File: config.mk
export PLATFORM = sky130hd
export DESIGN_NAME = tdma_slot_timer_with_sync_core
export DESIGN_NICKNAME = d
export VERILOG_FILES = /design/src/hw/rtl/tst_pkg.sv /design/src/hw/rtl/tst_cfg_regs.sv /design/src/hw/rtl/tst_mod_unit.sv /design/src/hw/rtl/tdma_slot_timer_with_sync_core.sv
export SDC_FILE = /design/constraint.sdc
export NUM_CORES = 1
export LEC_CHECK = 0
export CAP_MARGIN = 20
export CORE_MARGIN = 4
export CORE_UTILIZATION = 65
export DETAILED_ROUTE_END_ITERATION = 16
export DONT_BUFFER_PORTS = 1
export PLACE_DENSITY = 0.83
export SLEW_MARGIN = 20
export SYNTH_ARGS = -nofsm -noshare
export SYNTH_HDL_FRONTEND = slang
export SYNTH_HIERARCHICAL = 1
export SYNTH_SLANG_ARGS = --single-unit
File: constraint.sdc
create_clock -name clk -period 11.4 [get_ports clk]
set_input_delay 1.71 -clock clk [delete_from_list [all_inputs] [get_ports clk]]
set_output_delay 1.71 -clock clk [all_outputs]
set_load 0.1 [all_outputs]
File: src/hw/rtl/tst_pkg.sv
// Shared types and constants for the TDMA slot timer.
package tst_pkg;

  // Default widths
  localparam int TIME_BITS_DEF = 20;
  localparam int GW_BITS_DEF   = 32;
  localparam int WDOG_BITS     = 22;
  localparam int SEND_BITS     = 32;
  localparam int PADDR_BITS    = 5;
  localparam int PDATA_BITS    = 32;

  // Register reset values
  localparam int CYCLE_RST = 18000;
  localparam int SLOT_START_RST = 12000;
  localparam int SLOT_LEN_RST = 6000;
  localparam int WAKE_LEAD_RST = 300;
  localparam int WDOG_RST = 54000;

  // Guard time added to the wake lead before a sleep is worth it
  localparam int GUARD_MS = 50;

  // Minimum effective cycle length
  localparam int MIN_CYCLE = 2;

  typedef enum logic [2:0] {
    REG_CYCLE_LENGTH     = 3'd0,
    REG_SLOT_START       = 3'd1,
    REG_SLOT_LENGTH      = 3'd2,
    REG_WAKE_LEAD        = 3'd3,
    REG_WATCHDOG_TIMEOUT = 3'd4
  } cfg_idx_t;

  typedef enum logic [0:0] {
    OP_TICK = 1'b0,
    OP_SYNC = 1'b1
  } op_t;

  typedef enum logic [3:0] {
    S_IDLE,
    S_TICK_ADV,
    S_MOD_POS,
    S_MOD_GW,
    S_MOD_RAW,
    S_SYNC_OFS,
    S_EVAL,
    S_DECIDE,
    S_DONE
  } state_t;

  // Status of the shared remainder unit
  typedef struct packed {
    logic busy;
    logic done;
  } mod_stat_t;

endpackage

File: src/hw/rtl/tst_cfg_regs.sv
// Configuration register file behind the APB-style port.
module tst_cfg_regs #(
  parameter int TIME_BITS = tst_pkg::TIME_BITS_DEF
) (
  input  logic                            clk,
  input  logic                            rst_n,
  input  logic                            psel,
  input  logic                            penable,
  input  logic                            pwrite,
  input  logic [tst_pkg::PADDR_BITS-1:0]  paddr,
  input  logic [tst_pkg::PDATA_BITS-1:0]  pwdata,
  output logic [tst_pkg::PDATA_BITS-1:0]  prdata,
  output logic                            pready,
  output logic [TIME_BITS-1:0]            cycle_eff,
  output logic [TIME_BITS-1:0]            slot_start,
  output logic [TIME_BITS-1:0]            slot_length,
  output logic [TIME_BITS-1:0]            wake_lead,
  output logic [tst_pkg::WDOG_BITS-1:0]   watchdog_timeout
);
  import tst_pkg::*;

  logic [TIME_BITS-1:0] cycle_r, start_r, len_r, margin_r;
  logic [WDOG_BITS-1:0] wdog_r;
  logic                 wr_en;
  cfg_idx_t             idx;

  assign pready = 1'b1;
  assign wr_en  = psel && penable && pwrite && pready;
  assign idx    = cfg_idx_t'(paddr[PADDR_BITS-1:2]);

  always_ff @(posedge clk) begin
    if (!rst_n) begin
      cycle_r  <= TIME_BITS'(CYCLE_RST);
      start_r  <= TIME_BITS'(SLOT_START_RST);
      len_r    <= TIME_BITS'(SLOT_LEN_RST);
      margin_r <= TIME_BITS'(WAKE_LEAD_RST);
      wdog_r   <= WDOG_BITS'(WDOG_RST);
    end else if (wr_en) begin
      unique case (idx)
        REG_CYCLE_LENGTH:     cycle_r  <= pwdata[TIME_BITS-1:0];
        REG_SLOT_START:       start_r  <= pwdata[TIME_BITS-1:0];
        REG_SLOT_LENGTH:      len_r    <= pwdata[TIME_BITS-1:0];
        REG_WAKE_LEAD:        margin_r <= pwdata[TIME_BITS-1:0];
        REG_WATCHDOG_TIMEOUT: wdog_r   <= pwdata[WDOG_BITS-1:0];
        default: ;
      endcase
    end
  end

  always_comb begin
    unique case (idx)
      REG_CYCLE_LENGTH:     prdata = PDATA_BITS'(cycle_r);
      REG_SLOT_START:       prdata = PDATA_BITS'(start_r);
      REG_SLOT_LENGTH:      prdata = PDATA_BITS'(len_r);
      REG_WAKE_LEAD:        prdata = PDATA_BITS'(margin_r);
      REG_WATCHDOG_TIMEOUT: prdata = PDATA_BITS'(wdog_r);
      default:              prdata = '0;
    endcase
  end

  // Clamp short cycles to the minimum
  assign cycle_eff        = (cycle_r < TIME_BITS'(MIN_CYCLE)) ? TIME_BITS'(MIN_CYCLE) : cycle_r;
  assign slot_start       = start_r;
  assign slot_length      = len_r;
  assign wake_lead        = margin_r;
  assign watchdog_timeout = wdog_r;

endmodule

File: src/hw/rtl/tst_mod_unit.sv
// Shared restoring remainder unit, one dividend bit per cycle.
module tst_mod_unit #(
  parameter int TIME_BITS = tst_pkg::TIME_BITS_DEF,
  parameter int DVD_BITS  = tst_pkg::GW_BITS_DEF
) (
  input  logic                 clk,
  input  logic                 rst_n,
  input  logic                 start,
  input  logic [DVD_BITS-1:0]  dividend,
  input  logic [TIME_BITS-1:0] divisor,
  output logic [TIME_BITS-1:0] remainder,
  output tst_pkg::mod_stat_t   stat
);
  import tst_pkg::*;

  localparam int CW = $clog2(DVD_BITS + 1);

  logic [DVD_BITS-1:0]  dvd_r, dvd_nxt;
  logic [TIME_BITS-1:0] rem_r, rem_nxt;
  logic [CW-1:0]        cnt_r, cnt_nxt;
  logic                 busy_r, busy_nxt;
  logic                 done_r, done_nxt;
  logic [TIME_BITS:0]   trial;
  logic [TIME_BITS:0]   trial_sub;

  // Shift in the next dividend bit, subtract when it fits
  assign trial     = {rem_r, dvd_r[DVD_BITS-1]};
  assign trial_sub = trial - {1'b0, divisor};

  always_comb begin
    dvd_nxt  = dvd_r;
    rem_nxt  = rem_r;
    cnt_nxt  = cnt_r;
    busy_nxt = busy_r;
    done_nxt = busy_r && (cnt_r == CW'(1));
    if (start) begin
      dvd_nxt  = dividend;
      rem_nxt  = '0;
      cnt_nxt  = CW'(DVD_BITS);
      busy_nxt = 1'b1;
    end else if (busy_r) begin
      dvd_nxt = {dvd_r[DVD_BITS-2:0], 1'b0};
      rem_nxt = (trial >= {1'b0, divisor}) ? trial_sub[TIME_BITS-1:0] : trial[TIME_BITS-1:0];
      cnt_nxt = cnt_r - CW'(1);
      if (cnt_r == CW'(1)) begin
        busy_nxt = 1'b0;
      end
    end
  end

  always_ff @(posedge clk) begin
    if (!rst_n) begin
      cnt_r  <= '0;
      busy_r <= 1'b0;
      done_r <= 1'b0;
    end else begin
      cnt_r  <= cnt_nxt;
      busy_r <= busy_nxt;
      done_r <= done_nxt;
    end
  end

  always_ff @(posedge clk) begin
    dvd_r <= dvd_nxt;
    rem_r <= rem_nxt;
  end

  assign remainder = rem_r;
  assign stat.busy = busy_r;
  assign stat.done = done_r;

endmodule

File: src/hw/rtl/tdma_slot_timer_with_sync_core.sv
// Top level of the TDMA slot timer: sequencer, timing state and result register.
//
// One transaction on the input channel is either a one-millisecond tick or a sync
// carrying the gateway clock, and each gives exactly one result transaction. All
// reductions modulo the cycle length run on one shared restoring remainder unit that
// retires one dividend bit per cycle over DW = max(GATEWAY_TIME_BITS, TIME_BITS+2)
// bits; the sequencer steps it and the block holds in_stall high until the item has
// finished. A tick advances the raw counter and then needs one remainder, and a sync
// needs two remainders, one of the gateway time and one of the raw count. A new
// item is taken as soon as the sequencer is back in idle, even while the previous
// result still waits in the output register. Configuration is written through the
// APB-style port at byte address 4*i and should only change while the block is idle;
// a cycle length below 2 acts as 2. The watchdog flag is status only and stays up on
// every tick until the next transmit.
module tdma_slot_timer_with_sync_core #(
  parameter int TIME_BITS         = tst_pkg::TIME_BITS_DEF,
  parameter int GATEWAY_TIME_BITS = tst_pkg::GW_BITS_DEF
) (
  input  logic                                 clk,
  input  logic                                 rst_n,
  // input channel
  input  logic                                 in_valid,
  output logic                                 in_stall,
  input  logic                                 in_operation,
  input  logic [GATEWAY_TIME_BITS-1:0]         in_gateway_time,
  // result channel
  output logic                                 out_valid,
  input  logic                                 out_stall,
  output logic [TIME_BITS-1:0]                 out_cycle_position,
  output logic                                 out_in_slot,
  output logic                                 out_transmit_now,
  output logic                                 out_heater_was_cold,
  output logic                                 out_watchdog_expired,
  output logic                                 out_sleep_request,
  output logic [TIME_BITS-1:0]                 out_sleep_length,
  output logic                                 out_heater_active,
  output logic signed [TIME_BITS:0]            out_offset_now,
  // configuration port
  input  logic                                 psel,
  input  logic                                 penable,
  input  logic                                 pwrite,
  input  logic [tst_pkg::PADDR_BITS-1:0]       paddr,
  input  logic [tst_pkg::PDATA_BITS-1:0]       pwdata,
  output logic [tst_pkg::PDATA_BITS-1:0]       prdata,
  output logic                                 pready
);
  import tst_pkg::*;

  // Dividend width of the shared unit: gateway time or |raw + offset|
  localparam int DW = (GATEWAY_TIME_BITS > TIME_BITS + 2) ? GATEWAY_TIME_BITS : TIME_BITS + 2;
  localparam int TB = TIME_BITS;

  // Configuration
  logic [TB-1:0]        cl;
  logic [TB-1:0]        slot_start;
  logic [TB-1:0]        slot_length;
  logic [TB-1:0]        wake_lead;
  logic [WDOG_BITS-1:0] wdog_timeout;

  tst_cfg_regs #(
    .TIME_BITS (TIME_BITS)
  ) u_cfg (
    .clk              (clk),
    .rst_n            (rst_n),
    .psel             (psel),
    .penable          (penable),
    .pwrite           (pwrite),
    .paddr            (paddr),
    .pwdata           (pwdata),
    .prdata           (prdata),
    .pready           (pready),
    .cycle_eff        (cl),
    .slot_start       (slot_start),
    .slot_length      (slot_length),
    .wake_lead        (wake_lead),
    .watchdog_timeout (wdog_timeout)
  );

  // Shared remainder unit
  logic          mod_start;
  logic [DW-1:0] mod_dividend;
  logic [TB-1:0] mod_rem;
  mod_stat_t     mod_stat;

  tst_mod_unit #(
    .TIME_BITS (TIME_BITS),
    .DVD_BITS  (DW)
  ) u_mod (
    .clk       (clk),
    .rst_n     (rst_n),
    .start     (mod_start),
    .dividend  (mod_dividend),
    .divisor   (cl),
    .remainder (mod_rem),
    .stat      (mod_stat)
  );

  // Sequencer
  state_t state_r, state_nxt;
  logic   first_r, first_nxt;    // first cycle in a state: kick the remainder unit
  logic   in_accept;

  // Timing state
  logic [TB-1:0]           raw_r, raw_nxt;
  logic signed [TB:0]      ofs_r, ofs_nxt;
  logic [SEND_BITS-1:0]    tss_r, tss_nxt;
  logic                    sent_r, sent_nxt;
  logic                    heat_r, heat_nxt;

  // Per-item working registers
  op_t                     op_r, op_nxt;
  logic [GATEWAY_TIME_BITS-1:0] gw_r, gw_nxt;
  logic [TB-1:0]           gp_r, gp_nxt;
  logic [TB-1:0]           mp_r, mp_nxt;
  logic [TB-1:0]           pos_r, pos_nxt;
  logic                    inside_r, inside_nxt;
  logic [TB:0]             dist_r, dist_nxt;
  logic                    wd_r, wd_nxt;
  logic                    txok_r, txok_nxt;
  logic                    tx_r, tx_nxt;
  logic                    cold_r, cold_nxt;
  logic                    sreq_r, sreq_nxt;
  logic [TB-1:0]           slen_r, slen_nxt;

  // Result register
  logic                    ovld_r, ovld_nxt;
  logic [TB-1:0]           opos_r, opos_nxt;
  logic                    oslot_r, oslot_nxt;
  logic                    otx_r, otx_nxt;
  logic                    ocold_r, ocold_nxt;
  logic                    owd_r, owd_nxt;
  logic                    osreq_r, osreq_nxt;
  logic [TB-1:0]           oslen_r, oslen_nxt;
  logic                    oheat_r, oheat_nxt;
  logic signed [TB:0]      oofs_r, oofs_nxt;

  // Datapath helpers
  logic signed [TB+1:0]    pos_sum;     // raw + offset, before reduction
  logic                    sum_neg;
  logic [TB+1:0]           sum_abs;
  logic [TB:0]             raw_inc;
  logic signed [TB+1:0]    diff;
  logic signed [TB+1:0]    diff_dn;     // phase error minus one cycle
  logic signed [TB+1:0]    diff_up;     // phase error plus one cycle
  logic signed [TB+1:0]    half;
  logic signed [TB+1:0]    cl_s;
  logic [TB:0]             slot_end;
  logic [TB:0]             wake_guard;
  logic [TB:0]             sleep_raw;
  logic                    out_free;

  assign in_accept = in_valid && !in_stall;
  assign out_free  = !ovld_r || !out_stall;

  assign pos_sum = $signed({2'b00, raw_r}) + $signed({ofs_r[TB], ofs_r});
  assign sum_neg = pos_sum[TB+1];
  assign sum_abs = sum_neg ? (TB+2)'(-pos_sum) : pos_sum;
  assign raw_inc = {1'b0, raw_r} + (TB+1)'(1);
  assign cl_s    = $signed({2'b00, cl});
  assign half    = $signed({3'b000, cl[TB-1:1]});
  assign diff    = $signed({2'b00, gp_r}) - $signed({2'b00, mp_r});
  assign diff_dn = diff - cl_s;
  assign diff_up = diff + cl_s;
  assign slot_end   = {1'b0, slot_start} + {1'b0, slot_length};
  assign wake_guard = {1'b0, wake_lead} + (TB+1)'(GUARD_MS);
  assign sleep_raw  = dist_r - {1'b0, wake_lead};

  // Next state
  always_comb begin
    state_nxt = state_r;
    unique case (state_r)
      S_IDLE: begin
        if (in_accept) begin
          state_nxt = (op_t'(in_operation) == OP_SYNC) ? S_MOD_GW : S_TICK_ADV;
        end
      end
      S_TICK_ADV: state_nxt = S_MOD_POS;
      S_MOD_POS: begin
        if (mod_stat.done) begin
          state_nxt = S_EVAL;
        end
      end
      S_MOD_GW: begin
        if (mod_stat.done) begin
          state_nxt = S_MOD_RAW;
        end
      end
      S_MOD_RAW: begin
        if (mod_stat.done) begin
          state_nxt = S_SYNC_OFS;
        end
      end
      S_SYNC_OFS: state_nxt = S_EVAL;
      S_EVAL:     state_nxt = S_DECIDE;
      S_DECIDE:   state_nxt = S_DONE;
      S_DONE: begin
        if (out_free) begin
          state_nxt = S_IDLE;
        end
      end
      default: state_nxt = S_IDLE;
    endcase
  end

  assign first_nxt = (state_nxt != state_r);

  // Sequencer outputs
  always_comb begin
    in_stall     = 1'b1;
    mod_start    = 1'b0;
    mod_dividend = '0;
    unique case (state_r)
      S_IDLE: in_stall = 1'b0;
      S_MOD_POS: begin
        mod_start    = first_r;
        mod_dividend = DW'(sum_abs);
      end
      S_MOD_GW: begin
        mod_start    = first_r;
        mod_dividend = DW'(gw_r);
      end
      S_MOD_RAW: begin
        mod_start    = first_r;
        mod_dividend = DW'(raw_r);
      end
      default: ;
    endcase
  end

  // Datapath
  always_comb begin
    raw_nxt    = raw_r;
    ofs_nxt    = ofs_r;
    tss_nxt    = tss_r;
    sent_nxt   = sent_r;
    heat_nxt   = heat_r;
    op_nxt     = op_r;
    gw_nxt     = gw_r;
    gp_nxt     = gp_r;
    mp_nxt     = mp_r;
    pos_nxt    = pos_r;
    inside_nxt = inside_r;
    dist_nxt   = dist_r;
    wd_nxt     = wd_r;
    txok_nxt   = txok_r;
    tx_nxt     = tx_r;
    cold_nxt   = cold_r;
    sreq_nxt   = sreq_r;
    slen_nxt   = slen_r;
    ovld_nxt   = ovld_r;
    opos_nxt   = opos_r;
    oslot_nxt  = oslot_r;
    otx_nxt    = otx_r;
    ocold_nxt  = ocold_r;
    owd_nxt    = owd_r;
    osreq_nxt  = osreq_r;
    oslen_nxt  = oslen_r;
    oheat_nxt  = oheat_r;
    oofs_nxt   = oofs_r;

    // Drop the result once it is taken
    if (ovld_r && !out_stall) begin
      ovld_nxt = 1'b0;
    end

    unique case (state_r)
      S_IDLE: begin
        if (in_accept) begin
          op_nxt = op_t'(in_operation);
          gw_nxt = in_gateway_time;
        end
      end
      S_TICK_ADV: begin
        // Advance the raw counter, wrap at the cycle; saturate time since send
        raw_nxt = (raw_inc >= {1'b0, cl}) ? '0 : raw_inc[TB-1:0];
        if (~&tss_r) begin
          tss_nxt = tss_r + SEND_BITS'(1);
        end
      end
      S_MOD_POS: begin
        // Fold a negative sum back into the cycle
        if (mod_stat.done) begin
          pos_nxt = (sum_neg && (mod_rem != '0)) ? (cl - mod_rem) : mod_rem;
        end
      end
      S_MOD_GW: begin
        if (mod_stat.done) begin
          gp_nxt = mod_rem;
        end
      end
      S_MOD_RAW: begin
        if (mod_stat.done) begin
          mp_nxt = mod_rem;
        end
      end
      S_SYNC_OFS: begin
        // Wrap the phase error into plus or minus half a cycle
        priority if (diff > half) begin
          ofs_nxt = diff_dn[TB:0];
        end else if (diff < -half) begin
          ofs_nxt = diff_up[TB:0];
        end else begin
          ofs_nxt = diff[TB:0];
        end
        // raw + new offset lands on the gateway phase
        pos_nxt = gp_r;
      end
      S_EVAL: begin
        inside_nxt = ({1'b0, pos_r} >= {1'b0, slot_start}) && ({1'b0, pos_r} < slot_end);
        dist_nxt   = (pos_r < slot_start) ? ({1'b0, slot_start} - {1'b0, pos_r})
                                          : ({1'b0, cl} - {1'b0, pos_r} + {1'b0, slot_start});
        wd_nxt     = (op_r == OP_TICK) && sent_r && (tss_r > SEND_BITS'(wdog_timeout));
        txok_nxt   = tss_r >= SEND_BITS'(cl);
      end
      S_DECIDE: begin
        tx_nxt   = 1'b0;
        cold_nxt = 1'b0;
        sreq_nxt = 1'b0;
        slen_nxt = '0;
        if (op_r == OP_TICK) begin
          if (inside_r) begin
            if (txok_r) begin
              tx_nxt   = 1'b1;
              cold_nxt = !heat_r;
              tss_nxt  = '0;
              sent_nxt = 1'b1;
              heat_nxt = 1'b0;
            end
          end else begin
            // Too close to the slot to sleep: preheat; otherwise sleep, heater on after
            heat_nxt = 1'b1;
            if (dist_r > wake_guard) begin
              sreq_nxt = 1'b1;
              slen_nxt = sleep_raw[TB] ? {TB{1'b1}} : sleep_raw[TB-1:0];
            end
          end
        end
      end
      S_DONE: begin
        if (out_free) begin
          ovld_nxt  = 1'b1;
          opos_nxt  = pos_r;
          oslot_nxt = inside_r;
          otx_nxt   = tx_r;
          ocold_nxt = cold_r;
          owd_nxt   = wd_r;
          osreq_nxt = sreq_r;
          oslen_nxt = slen_r;
          oheat_nxt = heat_r;
          oofs_nxt  = ofs_r;
        end
      end
      default: ;
    endcase
  end

  // Control and timing state
  always_ff @(posedge clk) begin
    if (!rst_n) begin
      state_r <= S_IDLE;
      first_r <= 1'b0;
      ovld_r  <= 1'b0;
      raw_r   <= '0;
      ofs_r   <= '0;
      tss_r   <= '0;
      sent_r  <= 1'b0;
      heat_r  <= 1'b0;
    end else begin
      state_r <= state_nxt;
      first_r <= first_nxt;
      ovld_r  <= ovld_nxt;
      raw_r   <= raw_nxt;
      ofs_r   <= ofs_nxt;
      tss_r   <= tss_nxt;
      sent_r  <= sent_nxt;
      heat_r  <= heat_nxt;
    end
  end

  // Working and result payload
  always_ff @(posedge clk) begin
    op_r     <= op_nxt;
    gw_r     <= gw_nxt;
    gp_r     <= gp_nxt;
    mp_r     <= mp_nxt;
    pos_r    <= pos_nxt;
    inside_r <= inside_nxt;
    dist_r   <= dist_nxt;
    wd_r     <= wd_nxt;
    txok_r   <= txok_nxt;
    tx_r     <= tx_nxt;
    cold_r   <= cold_nxt;
    sreq_r   <= sreq_nxt;
    slen_r   <= slen_nxt;
    opos_r   <= opos_nxt;
    oslot_r  <= oslot_nxt;
    otx_r    <= otx_nxt;
    ocold_r  <= ocold_nxt;
    owd_r    <= owd_nxt;
    osreq_r  <= osreq_nxt;
    oslen_r  <= oslen_nxt;
    oheat_r  <= oheat_nxt;
    oofs_r   <= oofs_nxt;
  end

  assign out_valid            = ovld_r;
  assign out_cycle_position   = opos_r;
  assign out_in_slot          = oslot_r;
  assign out_transmit_now     = otx_r;
  assign out_heater_was_cold  = ocold_r;
  assign out_watchdog_expired = owd_r;
  assign out_sleep_request    = osreq_r;
  assign out_sleep_length     = oslen_r;
  assign out_heater_active    = oheat_r;
  assign out_offset_now       = oofs_r;

endmodule

After elaboration in Yosys (flattened, before gate mapping)
Index checks and enable logic that the tools add are counted.
{ "totals": {"regBits": 450, "inputBits": 77, "output_inout_bits": 102, "word_cells": 174} }
{ "op_classes": {"add_sub_neg": 17, "magnitude_cmp": 11, "n_eq_ne": 20, "n_mux": 41, "bitwise": 5, "reduce_logical": 39} }
{ "op_table": {"columns": ["op", "count"], "rows": [
  ["2-to-1 mux 32 bit", 6],
  ["2-to-1 mux 20 bit", 6],
  ["one-hot mux 22 bit (5 select lines)", 1],
  ["one-hot mux 32 bit (3 select lines)", 1],
  ["one-hot mux 32 bit (2 select lines)", 1],
  ["2-to-1 mux 21 bit", 3],
  ["subtractor 20 x 20 -> 21 bit", 3],
  [">= comparator 21 x 20 -> 1 bit", 2],
  ["one-hot mux 20 bit (2 select lines)", 1],
  ["subtractor 20 bit", 2],
  ["one-hot mux 4 bit (9 select lines)", 1],
  ["adder 32 x 1 -> 32 bit, second input constant", 1],
  [">= comparator 32 x 20 -> 1 bit", 1],
  ["> comparator 32 x 22 -> 1 bit", 1],
  ["AND reduction 32 bit", 1],
  ["adder 21 x 21 -> 22 bit", 1],
  ["less-than comparator 21 x 22 -> 1 bit", 1],
  ["2-to-1 mux 22 bit", 1],
  ["negation 19 -> 22 bit", 1],
  ["negation 22 bit", 1],
  ["adder 20 x 1 -> 21 bit, second input constant", 1],
  ["adder 20 x 20 -> 21 bit", 1],
  ["adder 20 x 6 -> 21 bit, second input constant", 1],
  ["adder 21 x 20 -> 21 bit", 1],
  ["other kinds (39)", 93]
]} }

Logic depth before layout (Yosys ltp)
Gate-level depths: netlist (run 1).
{ "logic_depth": {"depth_word": 6, "ltp_mapped": 28, "mapped_depth_nobuf": 26} }

Hierarchy
The synthesis (run 1) kept the hierarchy.
{ "by_module_without_submodules": {"columns": ["module", "n_inst", "cells_per_inst", "area_each_um2", "seq_area_each_um2"], "rows": [
  ["tdma_slot_timer_with_sync_core", 1, 2704, 24338.3, 7837.5],
  ["tst_cfg_regs", 1, 499, 4825.9, 2042.0],
  ["tst_mod_unit", 1, 350, 3587.2, 1521.5]
]} }

Worst setup path before layout (run 1)
Ideal clock, no wire load.
{ "synth_timing": {"kind": "in2out", "from": "input port paddr[3] in the netlist's numbering", "to": "output port prdata[6] in the netlist's numbering", "arrival_ns": 4.380, "t_required_ns": 9.690, "setup_slack_ns": 5.310, "path_stages": 3, "path_buffers": 2, "path_cell_list": "buf_6 buf_2 o32ai_1"} }
{ "synth_via": {"elab_chain_cells": 2, "elab_cells_between_ends": 6, "cone_classes": "eq/ne (4); mux (1); reduce/logical (1)"} }
{ "synth_rtl": {"columns": ["element", "line_no", "text"], "rows": [
  ["from (decl)", "tdma_slot_timer_with_sync_core.sv:42", "input logic [tst_pkg::PADDR_BITS-1:0] paddr,"],
  ["equality test 3 bit, or another cell as far along", "tst_cfg_regs.sv:51", "unique case (idx)"],
  ["one-hot mux 22 bit (5 select lines) *", "tst_cfg_regs.sv:51", null],
  ["to (decl)", "tdma_slot_timer_with_sync_core.sv:44", "output logic [tst_pkg::PDATA_BITS-1:0] prdata,"]
]} }
Every way passes the cells marked *; elsewhere a longest branch is shown, timed or not.

Worst setup path after layout (run 1)
{ "layout_timing": {"from": "register gp_r[0]", "to": "register ofs_r[14]"} }
{ "layout_via": {"elab_chain_cells": 4, "elab_cells_between_ends": 7, "cone_classes": "add/sub (3); order compare (2); mux (2)"} }
{ "layout_rtl": {"columns": ["element", "line_no", "text"], "rows": [
  ["from (decl)", "tdma_slot_timer_with_sync_core.sv:113", "logic [TB-1:0] gp_r, gp_nxt;"],
  ["from (signal assigned)", "tdma_slot_timer_with_sync_core.sv:384", "gp_r <= gp_nxt;"],
  ["subtractor 20 x 20 -> 21 bit *", "tdma_slot_timer_with_sync_core.sv:161", "assign diff = $signed({2'b00, gp_r}) - $signed({2'b00, mp_r});"],
  ["adder 21 bit or less-than comparator 21 x 22 -> 1 bit (tied branches)", "tdma_slot_timer_with_sync_core.sv:163, tdma_slot_timer_with_sync_core.sv:300", null],
  ["2-to-1 mux 21 bit", "tdma_slot_timer_with_sync_core.sv:300", "end else if (diff < -half) begin"],
  ["2-to-1 mux 21 bit *", "tdma_slot_timer_with_sync_core.sv:298", "priority if (diff > half) begin"],
  ["to (signal assigned)", "tdma_slot_timer_with_sync_core.sv:373", "ofs_r <= ofs_nxt;"],
  ["to (decl)", "tdma_slot_timer_with_sync_core.sv:105", "logic signed [TB:0] ofs_r, ofs_nxt;"]
]} }
Marked as above.
A chain may end at the register's enable or synchronous reset.

==> metrics.yaml, run 1 <==
fin_crit_sh_pct: 60.43
power_frac_comb_pct: 22.8
grt_pass1_vias: 26807
worst_slew_pin_slew_ps: 1184
cts_root_buf: "clkbuf_16"
io_pins: 179
place_inst: 4123
cp-endpoint: "ofs_r[14]"
die-area_mm2: 0.05403
power_leakage_nw: 14.92
nNetsFinal: 3960
dp_hpwl_um: 74650
fin_skew_ps: 39.28
r2r-end: "ofs_r[14]"
ir_drop_mv: 0.1526
power_mw: 4.528
antenna_found_initial: 2
vias: 27506
yosys_warnings: 6
cpMaxStageDelayCell: "a2111oi_0"
path_max_fanout: 21
startpoint_type: "flip-flop"
cts_sinks: 450
synth_cells: 3552
core_mm2: 0.04936
path_delay_family: "compound AO/OA/AOI/OAI gates"
htreeDepth: 2
postRouteAntennaNets: 0
track_usage_pct: 36.23
slew-limit-headroom_pct: 20.62
arrival_ps: 7360
die_h_um: 232.4
power_frac_clock_pct: 35.3
synth_area_mm2: 0.03274
antenna_cells: 0
maxCapViolCount: 0
crit_path_start: "gp_r[0]"
insertion_delay_ps: 610
dpl_cell_area_mm2: 0.03332
crit_cells: 27
internal-power_mw: 3.107
cts_resized: 0
p_sw_mw: 1.421
sw_frac_of_total_pct: 31.38
dieWidth_um: 232.4
finalSetupViolations: 0
fin_hold_ws_ps: 421.5
path_clk_slew_ps: 70
firstDrtPassIters: 6
slew_violations: 0
instances_no_fill: 4214
crit_top_cell: "a21oi_1"
worst-path-buf-inv: 3
vias_per_cell: 6.527
hold_viol: 0
regToRegStartpoint: "gp_r[0]"
areaGrowthSynthToFinish_pct: 6.798
fin_tns_setup_ps: 0
fin_crit_ps: 6889
grt_pass1_wl_um: 152800
hp-start: "slen_r[5]"
rsz0062_at_grt: "no"
drc: 0
wl_um: 99710
worstRegToRegCells: 27
critPathCaptureType: "flip-flop"
grt_max_degree: 163
initial_core_util_pct: 66.34
postCtsSetupRepairBufs: 0
cp.required_ps: 11870
dr.first_iter.drc_count: 2973
cts_buffers: 48
holdBufCountCts: 0
outcome: "complete, no violations"
post_drt_wl_per_cell_um: 23.66
syn_avg_cell_area_um2: 9.218
gp_congestion: 1.010
tritoncts: "built"
fmax_mhz: 145.2
dp_slack_ps: 4737
seqPwrFrac_pct: 42.0
slowest_delay_ps: 620
num_rows: 81
numPortBuffers: 0
hp-class: "reg2reg"
p_per_area_mw_per_mm2: 129.5
path_class: "reg2reg"
setup_slack_ps: 4511
stdcell_area_mm2: 0.03497
grt.overflow.total: 0
rrSetupSlack_ps: 4510
ctsLongestPathBuffers: 3
fin_util_pct: 70.85
drive_above_1_share_pct: 6.056
[registers in the layout, indices dropped and copies added, names as in the netlist, 4 cells and up]
| signal | count |
|---|---|
| out_sleep_length | 20 |
| slen_r | 20 |
| state_r | 4 |
| u_cfg/cycle_r | 20 |
| gw_r | 32 |
| dist_r | 21 |
| u_cfg/watchdog_timeout | 22 |
| mp_r | 20 |
| u_cfg/wake_lead | 20 |
| pos_r | 20 |
| raw_r | 20 |
| u_cfg/slot_start | 20 |
| tss_r | 32 |
| u_mod/cnt_r | 6 |
| u_cfg/slot_length | 20 |
| u_mod/dvd_r | 32 |
| out_offset_now | 21 |
| gp_r | 20 |
| ofs_r | 21 |
| u_mod/remainder | 20 |
| out_cycle_position | 20 |
[layer usage]
layer | vias up | global-route usage (%) | wire (um)
met5 | - | 0 | 0
met1 | 13101 | 46.13 | 38360
met4 | 0 | 21.22 | 7165
met3 | 366 | 5.301 | 8502
met2 | 1360 | 58.90 | 45680
li1 | 12679 | - | -
[area by class of cell]
| cell class | instances | area, um2 |
|---|---|---|
| Multi-Input combinational cell | 2684 | 19740 |
| Clock buffer | 66 | 1435 |
| Tap cell | 664 | 830.8 |
| Inverter | 287 | 1077 |
| Clock inverter | 24 | 180.2 |
| Fill cell | 3738 | 14390 |
| Timing Repair Buffer | 39 | 307.8 |
| Sequential cell | 450 | 11400 |
[how the worst min path moves through the flow]
stage	end	slack [ps]	depth (start not counted)
after floorplan	out_heater_was_cold	400	0
after global placement	out_sleep_length[17]	400	0
after detailed placement	out_sleep_length[5]	410	0
after CTS	out_sleep_length[6]	420	0
after global routing	out_sleep_length[6]	430	0
final	out_sleep_length[5]	420	0
[power by group through the flow]
stage,Clock [mW],Combinational [mW],Sequential (mW)
floorplan,0,0.836,1.88
global placement,0,0.954,1.92
detailed placement,0,1.00,1.93
CTS,1.61,1.01,1.90
global route,1.68,1.13,1.91
finish,1.60,1.03,1.90
[cell usage in the layout (no fill, tap or decap), types with 29 or more instances in the layout]
master     count
ha_1         344
inv_1        286
nand2_1      284
edfxtp_1     239
nor2_1       230
a21oi_1      227
dfxtp_1      211
o21ai_0      181
mux2i_1      157
xnor2_1      148
a21o_1       104
xor2_1        86
nand3_1       77
nor2b_1       75
nor3_1        61
clkbuf_16     53
nand2b_1      49
o21a_1        40
and3_1        37
nand4_1       37
buf_4         37
a22oi_1       36
a21boi_0      35
mux2_2        32
a31oi_1       30
fa_1          29
Note: power is estimated with default switching activity, not from simulation.
==> inputs of run 2 (changes only) <==
Settings changed: CORE_UTILIZATION 65 to 59, PLACE_DENSITY 0.83 to 0.8.
Clock period 11.4 ns to 6.2 ns, I/O delays scaled along.
==> run 2 against run 1 <==
Effect of this change:
- first-iteration DRC count fell by 4.2%
- highest routed layer unchanged
- global-route usage down 6.3 points
- design area grew 0.66%
- critical endpoint is now ofs_r[4]
- sequential share of layout area decreased by 0.21 points
- clock power rose by 81%
==> metrics.yaml, run 2 (same netlist as run 1, synthesis figures left out) <==
power_mw: 8.242  # +82%
cts_buffers: 49  # +2.1%
arrival_ps: 6350  # -1010 ps
io_pins: 179  # unchanged
cts_root_buf: "clkbuf_16"
holdBufCountCts: 0  # unchanged
path_delay_family: "compound AO/OA/AOI/OAI gates"
postRouteAntennaNets: 0  # unchanged
ctsLongestPathBuffers: 3  # unchanged
slew-limit-headroom_pct: 22.66  # +2.0 points
multi_input_area_mm2: 0.01978  # +0.20%
num_rows: 86  # +6.2%
tritoncts: "built"
startpoint_type: "flip-flop"
track_usage_pct: 29.91  # -6.3 points
finalSetupViolations: 0  # unchanged
hp-class: "reg2reg"
nNetsFinal: 3978  # +0.45%
p_per_area_mw_per_mm2: 234.1  # +81%
worst-path-buf-inv: 2  # -1
firstDrtPassIters: 6  # unchanged
power_frac_clock_pct: 35.1  # -0.2 points
cpMaxStageDelayCell: "or4b_4"
internal-power_mw: 5.715  # +84%
gp_congestion: 0.9642  # -4.5%
antenna_cells: 0  # unchanged
antenna_found_initial: 0  # -2
grt_max_degree: 163  # unchanged
areaGrowthSynthToFinish_pct: 7.505
ir_drop_mv: 0.2115  # +39%
vias_per_cell: 6.203  # -5.0%
nFillCells: 4446  # +19%
path_clk_slew_ps: 60  # about the same
seqPwrFrac_pct: 42.2  # +0.2 points
fin_crit_sh_pct: 93.94  # +34 points
slowest_delay_ps: 510  # -110 ps
power_frac_comb_pct: 22.6  # -0.2 points
drc: 0  # unchanged
path_class: "reg2reg"
wl_um: 91180  # -8.6%
post_drt_wl_per_cell_um: 21.12  # -11%
core_mm2: 0.05499  # +11%
rsz0062_at_grt: "no"
cts_sinks: 450  # unchanged
insertion_delay_ps: 610  # about the same
die_h_um: 243.6  # +4.8%
critPathCaptureType: "flip-flop"
dp_hpwl_um: 68570  # -8.1%
grt.overflow.total: 0  # unchanged
instances_no_fill: 4316  # +2.4%
final_cell_mix: "344 x ha_1, 286 x inv_1, 282 x nand2_1, 239 x edfxtp_1, 229 x nor2_1"
numPortBuffers: 0  # unchanged
sw_frac_of_total_pct: 30.66  # -0.72 points
maxCapViolCount: 0  # unchanged
fmax_mhz: 171.7  # +18%
fin_hold_ws_ps: 417.8  # -3.647 ps
crit_top_cell: "a21oi_1"
cp.required_ps: 6730  # -5140 ps
slew_violations: 0  # unchanged
vias: 26774  # -2.7%
layout_commonest_cell: "ha_1"
worst_slew_pin_slew_ps: 1160  # -24.34 ps
fin_crit_ps: 5824  # -1064 ps
regArea_mm2: 0.01140  # unchanged
dieWidth_um: 243.6  # +4.8%
power_leakage_nw: 15.01  # +0.59%
path_max_fanout: 10  # -52%
fin_tns_setup_ps: 0  # unchanged
drive_above_1_share_pct: 6.614  # +0.56 points
fin_skew_ps: 33.32  # -5.953 ps
htreeDepth: 2  # unchanged
grt_pass1_vias: 25253  # -5.8%
outcome: "complete, no violations"
p_sw_mw: 2.527  # +78%
die-area_mm2: 0.05933  # +9.8%
initial_core_util_pct: 59.55  # -6.8 points
dr.first_iter.drc_count: 2849  # -4.2%
reg_top3: "gw_r x32, tss_r x32, u_mod/dvd_r x32"
grt_pass1_wl_um: 141800  # -7.2%
hold_viol: 0  # unchanged
place_inst: 4225  # +2.5%
-- run 2: cell count changes in the layout (fill, tap and decap cells not counted), moves of 4 or more --
cell / delta
clkinvlp_4: -4
buf_4: +18
clkinv_1: +5
clkinv_2: +4
-- run 2: final timing paths --
path                            slack (ps)  depth (start not counted)                  end       from
worst max-delay path                   380                         26             ofs_r[4]    gp_r[0]
worst min-delay path                   420                          0  out_sleep_length[0]  slen_r[0]
worst max register to register         380                         26             ofs_r[4]    gp_r[0]
worst min register to register         420                          0  out_sleep_length[0]  slen_r[0]
-- run 2: cell type report --
cell class                 instances  area share (%)
clock inverter                    30          0.7464
clock buffer                      61           3.757
timing repair buffer              56           1.205
multi-input combinational       2684           56.18
sequential                       450           32.39
tap                              748           2.659
inverter                         287           3.060
-- run 2: per-stage QoR --
step / instance area, um2 / util [%] / worst slack (ps)
2_1_floorplan: 32780 / - / 667.7
3_3_place_gp: 33560 / 61.04 / 254.5
3_5_place_dp: 33560 / 61.04 / 155.3
4_1_cts: 35150 / 63.92 / 126.5
5_1_grt: 35200 / 64.02 / 22.53
6_report: 35200 / 64.02 / 375.5
-- run 2: metal layers --
| layer | part of all wire, % | GRT usage [%] | vias up |
|---|---|---|---|
| met5 | 0 | 0 | - |
| li1 | - | - | 12730 |
| met4 | 6.1 | 15.39 | 0 |
| met1 | 40 | 38.50 | 12682 |
| met3 | 7.9 | 4.678 | 254 |
| met2 | 46 | 49.01 | 1108 |
-- run 2: worst reg2reg max path, cell delays in order, from the launching register on --
cell and delay (ps):
edfxtp_1 380, inv_1 70, ha_1 170, inv_1 60, fa_1 430, a211o_1 330
a2111oi_4 320, nor2_1 100, a21oi_1 150, nor2b_1 70, o21ai_0 150, nand2b_1 70
a21oi_1 180, xnor2_1 110, ha_1 310, nand4_1 150, or3_1 420, a21oi_2 150
nor3_1 80, or4b_4 510, a21oi_2 180, o211ai_1 110, a32oi_2 370, nand2b_2 330
a21oi_1 70, nor4_1 340, a31o_2 160
-- run 2: power groups by stage --
stage | Combinational (mW) | Sequential, mW | Clock [mW]
after floorplan | 1.54 | 3.46 | 0
after global placement | 1.78 | 3.54 | 0
after detailed placement | 1.82 | 3.54 | 0
final | 1.87 | 3.48 | 2.89
after global routing | 2.06 | 3.50 | 3.06
after CTS | 1.84 | 3.48 | 2.93
-- run 2: timing repair --
action                                  CTS  global route
endpoints found under the setup margin    0            20
buffers inserted                          0             0
resized for setup                         0             9
hold endpoints to repair                  0             0
